`src/hdl/sha256_pkg.sv`:
```
// ----------------------------------------------------------------------------
// SHA-256 package
// Round constants, initial hash values, state type and round functions.
// ----------------------------------------------------------------------------
package sha256_pkg;

    localparam int unsigned BLK_WORDS  = 16;
    localparam int unsigned ROUNDS     = 64;
    localparam int unsigned CHAIN_N    = 8;
    localparam int unsigned CNT_W      = 61;

    typedef enum logic [2:0] {
        t_ST_LOAD,
        t_ST_CLEAR,
        t_ST_PRIME,
        t_ST_ROUND,
        t_ST_FOLD,
        t_ST_PAD,
        t_ST_OUT
    } t_state;

    function automatic logic [31:0] round_k(input logic [5:0] idx);
        logic [31:0] k;
        unique case (idx)
            6'd0:  k = 32'h428a2f98; 6'd1:  k = 32'h71374491;
            6'd2:  k = 32'hb5c0fbcf; 6'd3:  k = 32'he9b5dba5;
            6'd4:  k = 32'h3956c25b; 6'd5:  k = 32'h59f111f1;
            6'd6:  k = 32'h923f82a4; 6'd7:  k = 32'hab1c5ed5;
            6'd8:  k = 32'hd807aa98; 6'd9:  k = 32'h12835b01;
            6'd10: k = 32'h243185be; 6'd11: k = 32'h550c7dc3;
            6'd12: k = 32'h72be5d74; 6'd13: k = 32'h80deb1fe;
            6'd14: k = 32'h9bdc06a7; 6'd15: k = 32'hc19bf174;
            6'd16: k = 32'he49b69c1; 6'd17: k = 32'hefbe4786;
            6'd18: k = 32'h0fc19dc6; 6'd19: k = 32'h240ca1cc;
            6'd20: k = 32'h2de92c6f; 6'd21: k = 32'h4a7484aa;
            6'd22: k = 32'h5cb0a9dc; 6'd23: k = 32'h76f988da;
            6'd24: k = 32'h983e5152; 6'd25: k = 32'ha831c66d;
            6'd26: k = 32'hb00327c8; 6'd27: k = 32'hbf597fc7;
            6'd28: k = 32'hc6e00bf3; 6'd29: k = 32'hd5a79147;
            6'd30: k = 32'h06ca6351; 6'd31: k = 32'h14292967;
            6'd32: k = 32'h27b70a85; 6'd33: k = 32'h2e1b2138;
            6'd34: k = 32'h4d2c6dfc; 6'd35: k = 32'h53380d13;
            6'd36: k = 32'h650a7354; 6'd37: k = 32'h766a0abb;
            6'd38: k = 32'h81c2c92e; 6'd39: k = 32'h92722c85;
            6'd40: k = 32'ha2bfe8a1; 6'd41: k = 32'ha81a664b;
            6'd42: k = 32'hc24b8b70; 6'd43: k = 32'hc76c51a3;
            6'd44: k = 32'hd192e819; 6'd45: k = 32'hd6990624;
            6'd46: k = 32'hf40e3585; 6'd47: k = 32'h106aa070;
            6'd48: k = 32'h19a4c116; 6'd49: k = 32'h1e376c08;
            6'd50: k = 32'h2748774c; 6'd51: k = 32'h34b0bcb5;
            6'd52: k = 32'h391c0cb3; 6'd53: k = 32'h4ed8aa4a;
            6'd54: k = 32'h5b9cca4f; 6'd55: k = 32'h682e6ff3;
            6'd56: k = 32'h748f82ee; 6'd57: k = 32'h78a5636f;
            6'd58: k = 32'h84c87814; 6'd59: k = 32'h8cc70208;
            6'd60: k = 32'h90befffa; 6'd61: k = 32'ha4506ceb;
            6'd62: k = 32'hbef9a3f7; 6'd63: k = 32'hc67178f2;
            default: k = 32'h0;
        endcase
        return k;
    endfunction

    function automatic logic [31:0] init_h(input logic [2:0] idx);
        logic [31:0] h;
        unique case (idx)
            3'd0: h = 32'h6a09e667; 3'd1: h = 32'hbb67ae85;
            3'd2: h = 32'h3c6ef372; 3'd3: h = 32'ha54ff53a;
            3'd4: h = 32'h510e527f; 3'd5: h = 32'h9b05688c;
            3'd6: h = 32'h1f83d9ab; 3'd7: h = 32'h5be0cd19;
            default: h = 32'h0;
        endcase
        return h;
    endfunction

    function automatic logic [31:0] rotr(input logic [31:0] x, input int unsigned n);
        return (x >> n) | (x << (32 - n));
    endfunction

endpackage

```
`src/hdl/sha256_ram.sv`:
```
// ----------------------------------------------------------------------------
// SHA-256 generic RAM
// Single write port, single read port, registered read data.
// ----------------------------------------------------------------------------
module sha256_ram #(
    parameter int unsigned WIDTH = 32,
    parameter int unsigned DEPTH = 16
) (
    input  logic                     i_clk,
    input  logic                     i_we,
    input  logic [$clog2(DEPTH)-1:0] i_waddr,
    input  logic [WIDTH-1:0]         i_wdata,
    input  logic [$clog2(DEPTH)-1:0] i_raddr,
    output logic [WIDTH-1:0]         o_rdata
);
    logic [WIDTH-1:0] r_mem [DEPTH];

    always_ff @(posedge i_clk) begin
        if (i_we) begin
            r_mem[i_waddr] <= i_wdata;
        end
        o_rdata <= r_mem[i_raddr];
    end
endmodule

```
`src/hdl/sha256_message_digest.sv`:
```
// ----------------------------------------------------------------------------
// SHA-256 message digest
// Byte-streaming SHA-256 engine with the message schedule in a RAM.
// ----------------------------------------------------------------------------
// Usage: message bytes enter on the s_axis channel, one word per cycle while
// a block fills. tdata[7:0] is the byte, tuser[0] marks a valid byte and
// tlast closes the message. A word with tuser[0] low and tlast high is an
// empty tail. Bytes are packed big-endian into 32-bit schedule words that are
// written straight into a 16-entry schedule RAM. When the 64th byte of a
// block arrives, s_axis_tready drops through a RAM priming step, 64 rounds
// (one per cycle, the RAM read port feeding the next round) and a fold
// step into the chaining value. On tlast the block sweeps the rest of the
// block at one pad byte per cycle and compresses it, with a second padded
// block when the length does not fit. The digest is presented as one
// 256-bit word on m_axis with tlast high; the input stays stalled until the
// digest word is taken, so a stalled receiver simply holds the engine.
// Reset loads the initial hash values and clears the byte count; RAM
// contents are undefined until written and need no clearing.
// ----------------------------------------------------------------------------
module sha256_message_digest
    import sha256_pkg::*;
(
    input  logic         i_clk,
    input  logic         i_rst_n,
    input  logic         s_axis_tvalid,
    output logic         s_axis_tready,
    input  logic [7:0]   s_axis_tdata,   // [7:0] data_byte
    input  logic         s_axis_tuser,   // [0] has_byte
    input  logic         s_axis_tlast,   // is_last
    output logic         m_axis_tvalid,
    input  logic         m_axis_tready,
    // [63:0] digest_word0, [127:64] digest_word1, [191:128] digest_word2,
    // [255:192] digest_word3
    output logic [255:0] m_axis_tdata,
    output logic         m_axis_tlast
);
    t_state            r_state, n_state;
    logic [31:0]       r_h [CHAIN_N];
    logic [31:0]       r_v [CHAIN_N];
    logic [31:0]       r_acc;
    logic [CNT_W-1:0]  r_cnt;
    logic [6:0]        r_rnd;       // round index, also pad position
    logic              r_fin;       // message closed, padding pending
    logic              r_lenok;     // final block with length is in the RAM
    logic              r_mark;      // 0x80 already placed
    logic [31:0]       r_sh [BLK_WORDS]; // rolling window for s0/s1 taps

    logic              ram_we;
    logic [3:0]        ram_waddr, ram_raddr;
    logic [31:0]       ram_wdata, ram_rdata;

    sha256_ram #(.WIDTH(32), .DEPTH(BLK_WORDS)) u_sched (
        .i_clk(i_clk), .i_we(ram_we), .i_waddr(ram_waddr), .i_wdata(ram_wdata),
        .i_raddr(ram_raddr), .o_rdata(ram_rdata)
    );

    logic        acc_in;
    logic [5:0]  pos;
    logic [31:0] acc_nx;
    logic [31:0] s0, s1, wn, t1, t2, ch, mj, e1, a0;
    logic [63:0] bits;

    assign acc_in = s_axis_tvalid && s_axis_tready;
    assign pos    = r_cnt[5:0];
    assign bits   = {r_cnt, 3'b000};
    assign acc_nx = {r_acc[23:0], s_axis_tdata};

    // Schedule expansion from the register window; window slot 0 is W[t-16].
    assign s1 = rotr(r_sh[14], 17) ^ rotr(r_sh[14], 19) ^ (r_sh[14] >> 10);
    assign s0 = rotr(r_sh[1], 7) ^ rotr(r_sh[1], 18) ^ (r_sh[1] >> 3);
    assign wn = (r_rnd < 7'd16) ? ram_rdata : s1 + r_sh[9] + s0 + r_sh[0];

    assign e1 = rotr(r_v[4], 6) ^ rotr(r_v[4], 11) ^ rotr(r_v[4], 25);
    assign ch = (r_v[4] & r_v[5]) ^ (~r_v[4] & r_v[6]);
    assign a0 = rotr(r_v[0], 2) ^ rotr(r_v[0], 13) ^ rotr(r_v[0], 22);
    assign mj = (r_v[0] & r_v[1]) ^ (r_v[0] & r_v[2]) ^ (r_v[1] & r_v[2]);
    assign t1 = r_v[7] + e1 + ch + round_k(r_rnd[5:0]) + wn;
    assign t2 = a0 + mj;

    // Byte in the padding sweep: 0x80 at the message end, zeros elsewhere.
    function automatic logic [7:0] pad_byte(input logic [5:0] p);
        return (p == r_cnt[5:0] && !r_mark) ? 8'h80 : 8'h00;
    endfunction

    // Next state.
    always_comb begin
        n_state = r_state;
        unique case (r_state)
            t_ST_LOAD: begin
                if (acc_in) begin
                    if (s_axis_tuser && pos == 6'd63) begin
                        n_state = t_ST_PRIME;
                    end else if (s_axis_tlast) begin
                        n_state = t_ST_PAD;
                    end
                end
            end
            t_ST_PAD: begin
                if (r_rnd[5:0] == 6'd63 || (r_lenok && r_rnd[5:0] == 6'd63)) begin
                    n_state = t_ST_PRIME;
                end
            end
            t_ST_CLEAR: n_state = t_ST_PRIME;
            t_ST_PRIME: n_state = t_ST_ROUND;
            t_ST_ROUND: if (r_rnd == 7'd63) n_state = t_ST_FOLD;
            t_ST_FOLD: begin
                if (r_fin && r_lenok) n_state = t_ST_OUT;
                else if (r_fin) n_state = t_ST_PAD;
                else n_state = t_ST_LOAD;
            end
            t_ST_OUT: if (m_axis_tready) n_state = t_ST_LOAD;
            default: n_state = t_ST_LOAD;
        endcase
    end

    // Outputs and RAM port control.
    always_comb begin
        s_axis_tready = (r_state == t_ST_LOAD);
        m_axis_tvalid = (r_state == t_ST_OUT);
        m_axis_tlast  = 1'b1;
        m_axis_tdata  = {r_h[6], r_h[7], r_h[4], r_h[5], r_h[2], r_h[3], r_h[0], r_h[1]};
        ram_we    = 1'b0;
        ram_waddr = pos[5:2];
        ram_wdata = acc_nx;
        ram_raddr = r_rnd[3:0];
        unique case (r_state)
            t_ST_LOAD: begin
                ram_we = acc_in && s_axis_tuser && pos[1:0] == 2'd3;
                ram_raddr = 4'd0;
            end
            t_ST_PAD: begin
                // One byte position per cycle; the word is committed at byte 3.
                ram_waddr = r_rnd[5:2];
                ram_we    = (r_rnd[1:0] == 2'd3);
                if (r_lenok && r_rnd[5:2] == 4'd14) ram_wdata = bits[63:32];
                else if (r_lenok && r_rnd[5:2] == 4'd15) ram_wdata = bits[31:0];
                else ram_wdata = {r_acc[23:0], pad_byte(r_rnd[5:0])};
                ram_raddr = 4'd0;
            end
            t_ST_PRIME: ram_raddr = 4'd0;
            t_ST_ROUND: ram_raddr = r_rnd[3:0] + 4'd1;
            default: ram_raddr = 4'd0;
        endcase
    end

    always_ff @(posedge i_clk) begin
        if (!i_rst_n) begin
            r_state <= t_ST_LOAD;
            r_cnt   <= '0;
            r_fin   <= 1'b0;
            r_lenok <= 1'b0;
            r_mark  <= 1'b0;
            r_rnd   <= '0;
            for (int i = 0; i < CHAIN_N; i++) r_h[i] <= init_h(3'(i));
        end else begin
            r_state <= n_state;
            unique case (r_state)
                t_ST_LOAD: begin
                    if (acc_in) begin
                        if (s_axis_tuser) begin
                            r_acc <= acc_nx;
                            r_cnt <= r_cnt + 1'b1;
                        end
                        if (s_axis_tlast) begin
                            r_fin  <= 1'b1;
                            r_mark <= 1'b0;
                            // Padding restarts at the next free byte.
                            r_rnd  <= {1'b0, r_cnt[5:0] + 6'(s_axis_tuser)};
                            // A block completed by the last byte still needs a
                            // whole padding block after it is folded.
                            r_lenok <= ((r_cnt[5:0] + 6'(s_axis_tuser)) < 6'd56)
                                       && !(s_axis_tuser && pos == 6'd63);
                        end
                        if (s_axis_tuser && pos == 6'd63) begin
                            r_rnd <= '0;
                            for (int i = 0; i < CHAIN_N; i++) r_v[i] <= r_h[i];
                        end
                    end
                end
                t_ST_PAD: begin
                    r_acc <= {r_acc[23:0], pad_byte(r_rnd[5:0])};
                    if (r_rnd[5:0] == r_cnt[5:0]) r_mark <= 1'b1;
                    r_rnd <= r_rnd + 1'b1;
                    if (r_rnd[5:0] == 6'd63) begin
                        r_rnd <= '0;
                        for (int i = 0; i < CHAIN_N; i++) r_v[i] <= r_h[i];
                    end
                end
                t_ST_PRIME: begin
                    r_rnd <= '0;
                end
                t_ST_ROUND: begin
                    for (int i = 0; i < BLK_WORDS - 1; i++) r_sh[i] <= r_sh[i+1];
                    r_sh[BLK_WORDS-1] <= wn;
                    r_v[7] <= r_v[6]; r_v[6] <= r_v[5]; r_v[5] <= r_v[4];
                    r_v[4] <= r_v[3] + t1;
                    r_v[3] <= r_v[2]; r_v[2] <= r_v[1]; r_v[1] <= r_v[0];
                    r_v[0] <= t1 + t2;
                    r_rnd  <= r_rnd + 1'b1;
                end
                t_ST_FOLD: begin
                    for (int i = 0; i < CHAIN_N; i++) r_h[i] <= r_h[i] + r_v[i];
                    r_rnd <= '0;
                    if (r_fin && !r_lenok) begin
                        r_lenok <= 1'b1;
                        r_rnd   <= '0;
                    end
                    if (!r_fin && r_lenok) r_lenok <= 1'b0;
                end
                t_ST_OUT: begin
                    if (m_axis_tready) begin
                        for (int i = 0; i < CHAIN_N; i++) r_h[i] <= init_h(3'(i));
                        r_cnt   <= '0;
                        r_fin   <= 1'b0;
                        r_lenok <= 1'b0;
                        r_mark  <= 1'b0;
                    end
                end
                default: ;
            endcase
        end
    end
endmodule

```
`config.mk`:
```
export PLATFORM = sky130hd
export DESIGN_NAME = sha256_message_digest
export DESIGN_NICKNAME = d
export VERILOG_FILES = /design/src/hdl/sha256_pkg.sv /design/src/hdl/sha256_ram.sv /design/src/hdl/sha256_message_digest.sv
export SDC_FILE = /design/constraint.sdc
export NUM_CORES = 2
export LEC_CHECK = 0
export BUFFER_PORTS_ARGS = -buffer_cell sky130_fd_sc_hd__buf_2
export CORE_MARGIN = 1.5
export CORE_UTILIZATION = 40
export DETAILED_ROUTE_END_ITERATION = 10
export HOLD_SLACK_MARGIN = 0.06
export MAX_ROUTING_LAYER = met4
export PLACE_DENSITY = 0.65
export SYNTH_ARGS = -nofsm -noshare
export SYNTH_HDL_FRONTEND = slang
export SYNTH_SLANG_ARGS = --single-unit
```
`constraint.sdc`:
```
create_clock -name i_clk -period 56.2 [get_ports i_clk]
set_input_delay 11.24 -clock i_clk [delete_from_list [all_inputs] [get_ports i_clk]]
set_output_delay 11.24 -clock i_clk [all_outputs]
set_load 0.1 [all_outputs]
```
==> impl_metrics.toml <==
[status]
status = "finished clean"

[finish]
nNetsFinal = 8950
final_common_cell = "edfxtp_1"
syn_to_final_growth_pct = 12.4
drive_above_1_share_pct = 8.99
final.fill_count = 20400
layout_common_cells = "edfxtp_1, nand2_1, a21oi_1"

[floorplan]
die_h_um = 476
die_w_um = 476
io-pin-count = 273
rows = 173
design.core.area_mm2 = 0.222
die_area_mm2 = 0.227
start_util_pct = 40.3

[yosys]
synthArstFlopShare_pct = 0
synthTopCellsByArea = "edfxtp_1, dfxtp_1, ha_1, nand2_1, fa_1"
synth_edf_count = 1432
synth_top_flop_cell = "edfxtp_1"
ys_seq_elements = 1698
ys_seq_area_share_pct = 54.0
synth_area_per_cell_um2 = 11.0
synthCells = 8169
syn_nets = 8774
syn_area_mm2 = 0.0895
synth_top_area_share_pct = 48.1
ys_types = 92
yosysWarnings = 0
yosysTopAreaCell = "edfxtp_1"

[pwr]
swShare_pct = 47.5
clkPwrFrac_pct = 18.6
p_sw_w = 0.00330
leakage_nw = 38.3
ir_worst_vdd_uv = 114
power.density_mw_per_mm2 = 69.1
pwr-share-seq_pct = 23.0
p_comb_share_pct = 58.5
internal_power_w = 0.00365
totalPowerFinal_w = 0.00695

[min_path]
min_path_type = "register to register"

[setup_path]
critPathCaptureType = "register"
reg2reg_slack_ns = 43.92
start_kind = "input port"
arrival_ns = 15.65
cp_max_fo = 148
crit_type = "input port to register"
cp.required_ns = 56.67

[grt]
use_met3_pct = 4.10
met2_usage_pct = 37.8
antenna_found_initial = 14
grt_pass1_vias = 61400
grt_max_degree = 175
grt-ovfl-total = 0
grt_pass1_wl_um = 420000
busiest_layer = "met2"
met1_usage_pct = 36.7
grtUsageTotal_pct = 26.0

[clock_network]
postCtsSetupRepairBufs = 0
clock_sinks = 1698
cts_max_level = 4
ctsLongestPathBuffers = 3
cts_buffers = 182
cts_root_buf = "clkbuf_16"
cts_tree = "built"
cts_resized = 0
cts_hold_buffers = 0
clkTransAtPathRegs_ns = 0.06
clkLatencyLatePin_ns = 0.90

[sta]
period_needed_ns = 15.18
finClkSkew_ns = 0.0861
relSlewSlack_pct = 9.72
final-max-slew-violation-count = 0
hold_viol = 0
post-route-period-util_pct = 27.0
fmax_mhz = 65.9
rsz0062_at_grt = "no"
fin_setup_tns_ns = 0
worstMarginPinSlew_ns = 1.35
setup_violations = 0

[drt]
first_pass_iters = 8
routed_via_density = 5.66
post-route-drc-count = 0
wl_per_cell_um = 25.4
drt-total-wl_um = 291000
ant_nets = 0
dr_total_vias = 64900
drt_iter0_markers = 6795

[place]
hpwl_um = 206000
gp_congestion = 0.957
port_buffers = 271

[flow_run]
drv_cap = 0
-- layer usage --
metal	wire (um)	part of all wire [%]
met5	0	0
met4	10800	3.7
met3	22600	7.8
met2	127000	44
met1	130000	45
-- cell families after synthesis --
family                     share of synthesized area [%]
DFF                                                 54.0
xor gates and xnor gates                            6.24
other                                            0.00419
and+or+nand+nor                                     11.7
AOI/OAI and AO/OA                                   13.3
buffers and inverters                               3.83
adders and majority gates                           9.96
muxes                                              0.991
-- power by group through the flow --
stage / clock [W] / sequential [W] / combinational, W
2_1_floorplan: 0 / 0.00192 / 0.00259
6_report: 0.00129 / 0.00160 / 0.00406
4_1_cts: 0.00131 / 0.00159 / 0.00401
5_1_grt: 0.00136 / 0.00160 / 0.00441
3_5_place_dp: 0 / 0.00162 / 0.00399
3_3_place_gp: 0 / 0.00162 / 0.00394
-- state kept, by name (all words and copies together), names as in the netlist, 7 cells and up, named ones only --
name and flops:
r_sh 512, r_rnd 7, r_v 256, r_cnt 61, u_sched.o_rdata 32, u_sched.r_mem 512, r_acc 24, r_h 256
-- cell usage after synthesis (11+ instances only) --
| library cell | count |
|---|---|
| buf_2 | 13 |
| a211o_1 | 11 |
| o2111ai_1 | 12 |
| nand3b_1 | 15 |
| o21bai_1 | 47 |
| a221oi_1 | 13 |
| o21ai_0 | 337 |
| a31oi_1 | 133 |
| a211oi_1 | 202 |
| nand2b_1 | 67 |
| o21ai_1 | 58 |
| xnor2_1 | 377 |
| nor3_1 | 73 |
| and3_1 | 61 |
| o31ai_1 | 25 |
| and2_1 | 24 |
| dfxtp_1 | 266 |
| or2_2 | 21 |
| xor2_1 | 255 |
| a21o_1 | 203 |
| o22ai_1 | 15 |
| a311oi_1 | 86 |
| a21oi_1 | 533 |
| o21a_1 | 43 |
| nor2b_1 | 178 |
| or3_1 | 33 |
| edfxtp_1 | 1432 |
| o221ai_1 | 12 |
| buf_1 | 27 |
| inv_1 | 507 |
| nand3_1 | 104 |
| a2111oi_0 | 11 |
| nand2_1 | 1310 |
| clkbuf_1 | 349 |
| nor2_1 | 405 |
| o211ai_1 | 35 |
| nand4_1 | 36 |
| mux2_2 | 11 |
| fa_1 | 195 |
| mux2i_1 | 74 |
| ha_1 | 396 |
| nor4_1 | 11 |
-- final timing paths --
check               startpoint            to  cells after the start
hold / removal    r_sh[0][225]  r_sh[0][193]                      0
setup / recovery       i_rst_n   r_sh[1][13]                      7
setup reg to reg  r_sh[1][211]    r_v[0][31]                     44
hold reg to reg   r_sh[0][225]  r_sh[0][193]                      0
-- area by class of cell --
type / instances / area (um2) / share of cell area, %
inverter: 515 / 1940 / 1.93
tap: 2975 / 3720 / 3.70
antenna: 2 / 5.00 / 0.00498
multi-input combinational: 5565 / 37900 / 37.7
sequential: 1698 / 48300 / 48.0
timing repair buffer: 383 / 2220 / 2.21
clock buffer: 220 / 4830 / 4.80
clock inverter: 120 / 1630 / 1.62
-- worst max-delay path, stage by stage --
cell and delay (ns):
buf_2 0.08, buf_4 0.35, nand2_4 0.25, inv_8 0.72, buf_4 0.87, buf_4 0.99
buf_4 0.81
-- stage by stage --
step	hold slack, ns	cell area (um2)	util, %	setup WS [ns]	cells
floorplan	0.400	89500	-	29.31	8169
global placement	0.400	94100	42.3	40.28	11100
detailed placement	0.405	94100	42.3	40.16	11100
CTS	0.336	101000	45.2	41.11	11500
global route	0.343	101000	45.2	40.72	11500
finish	0.342	101000	45.3	41.02	11500
Power figures use the tool's default switching activity.
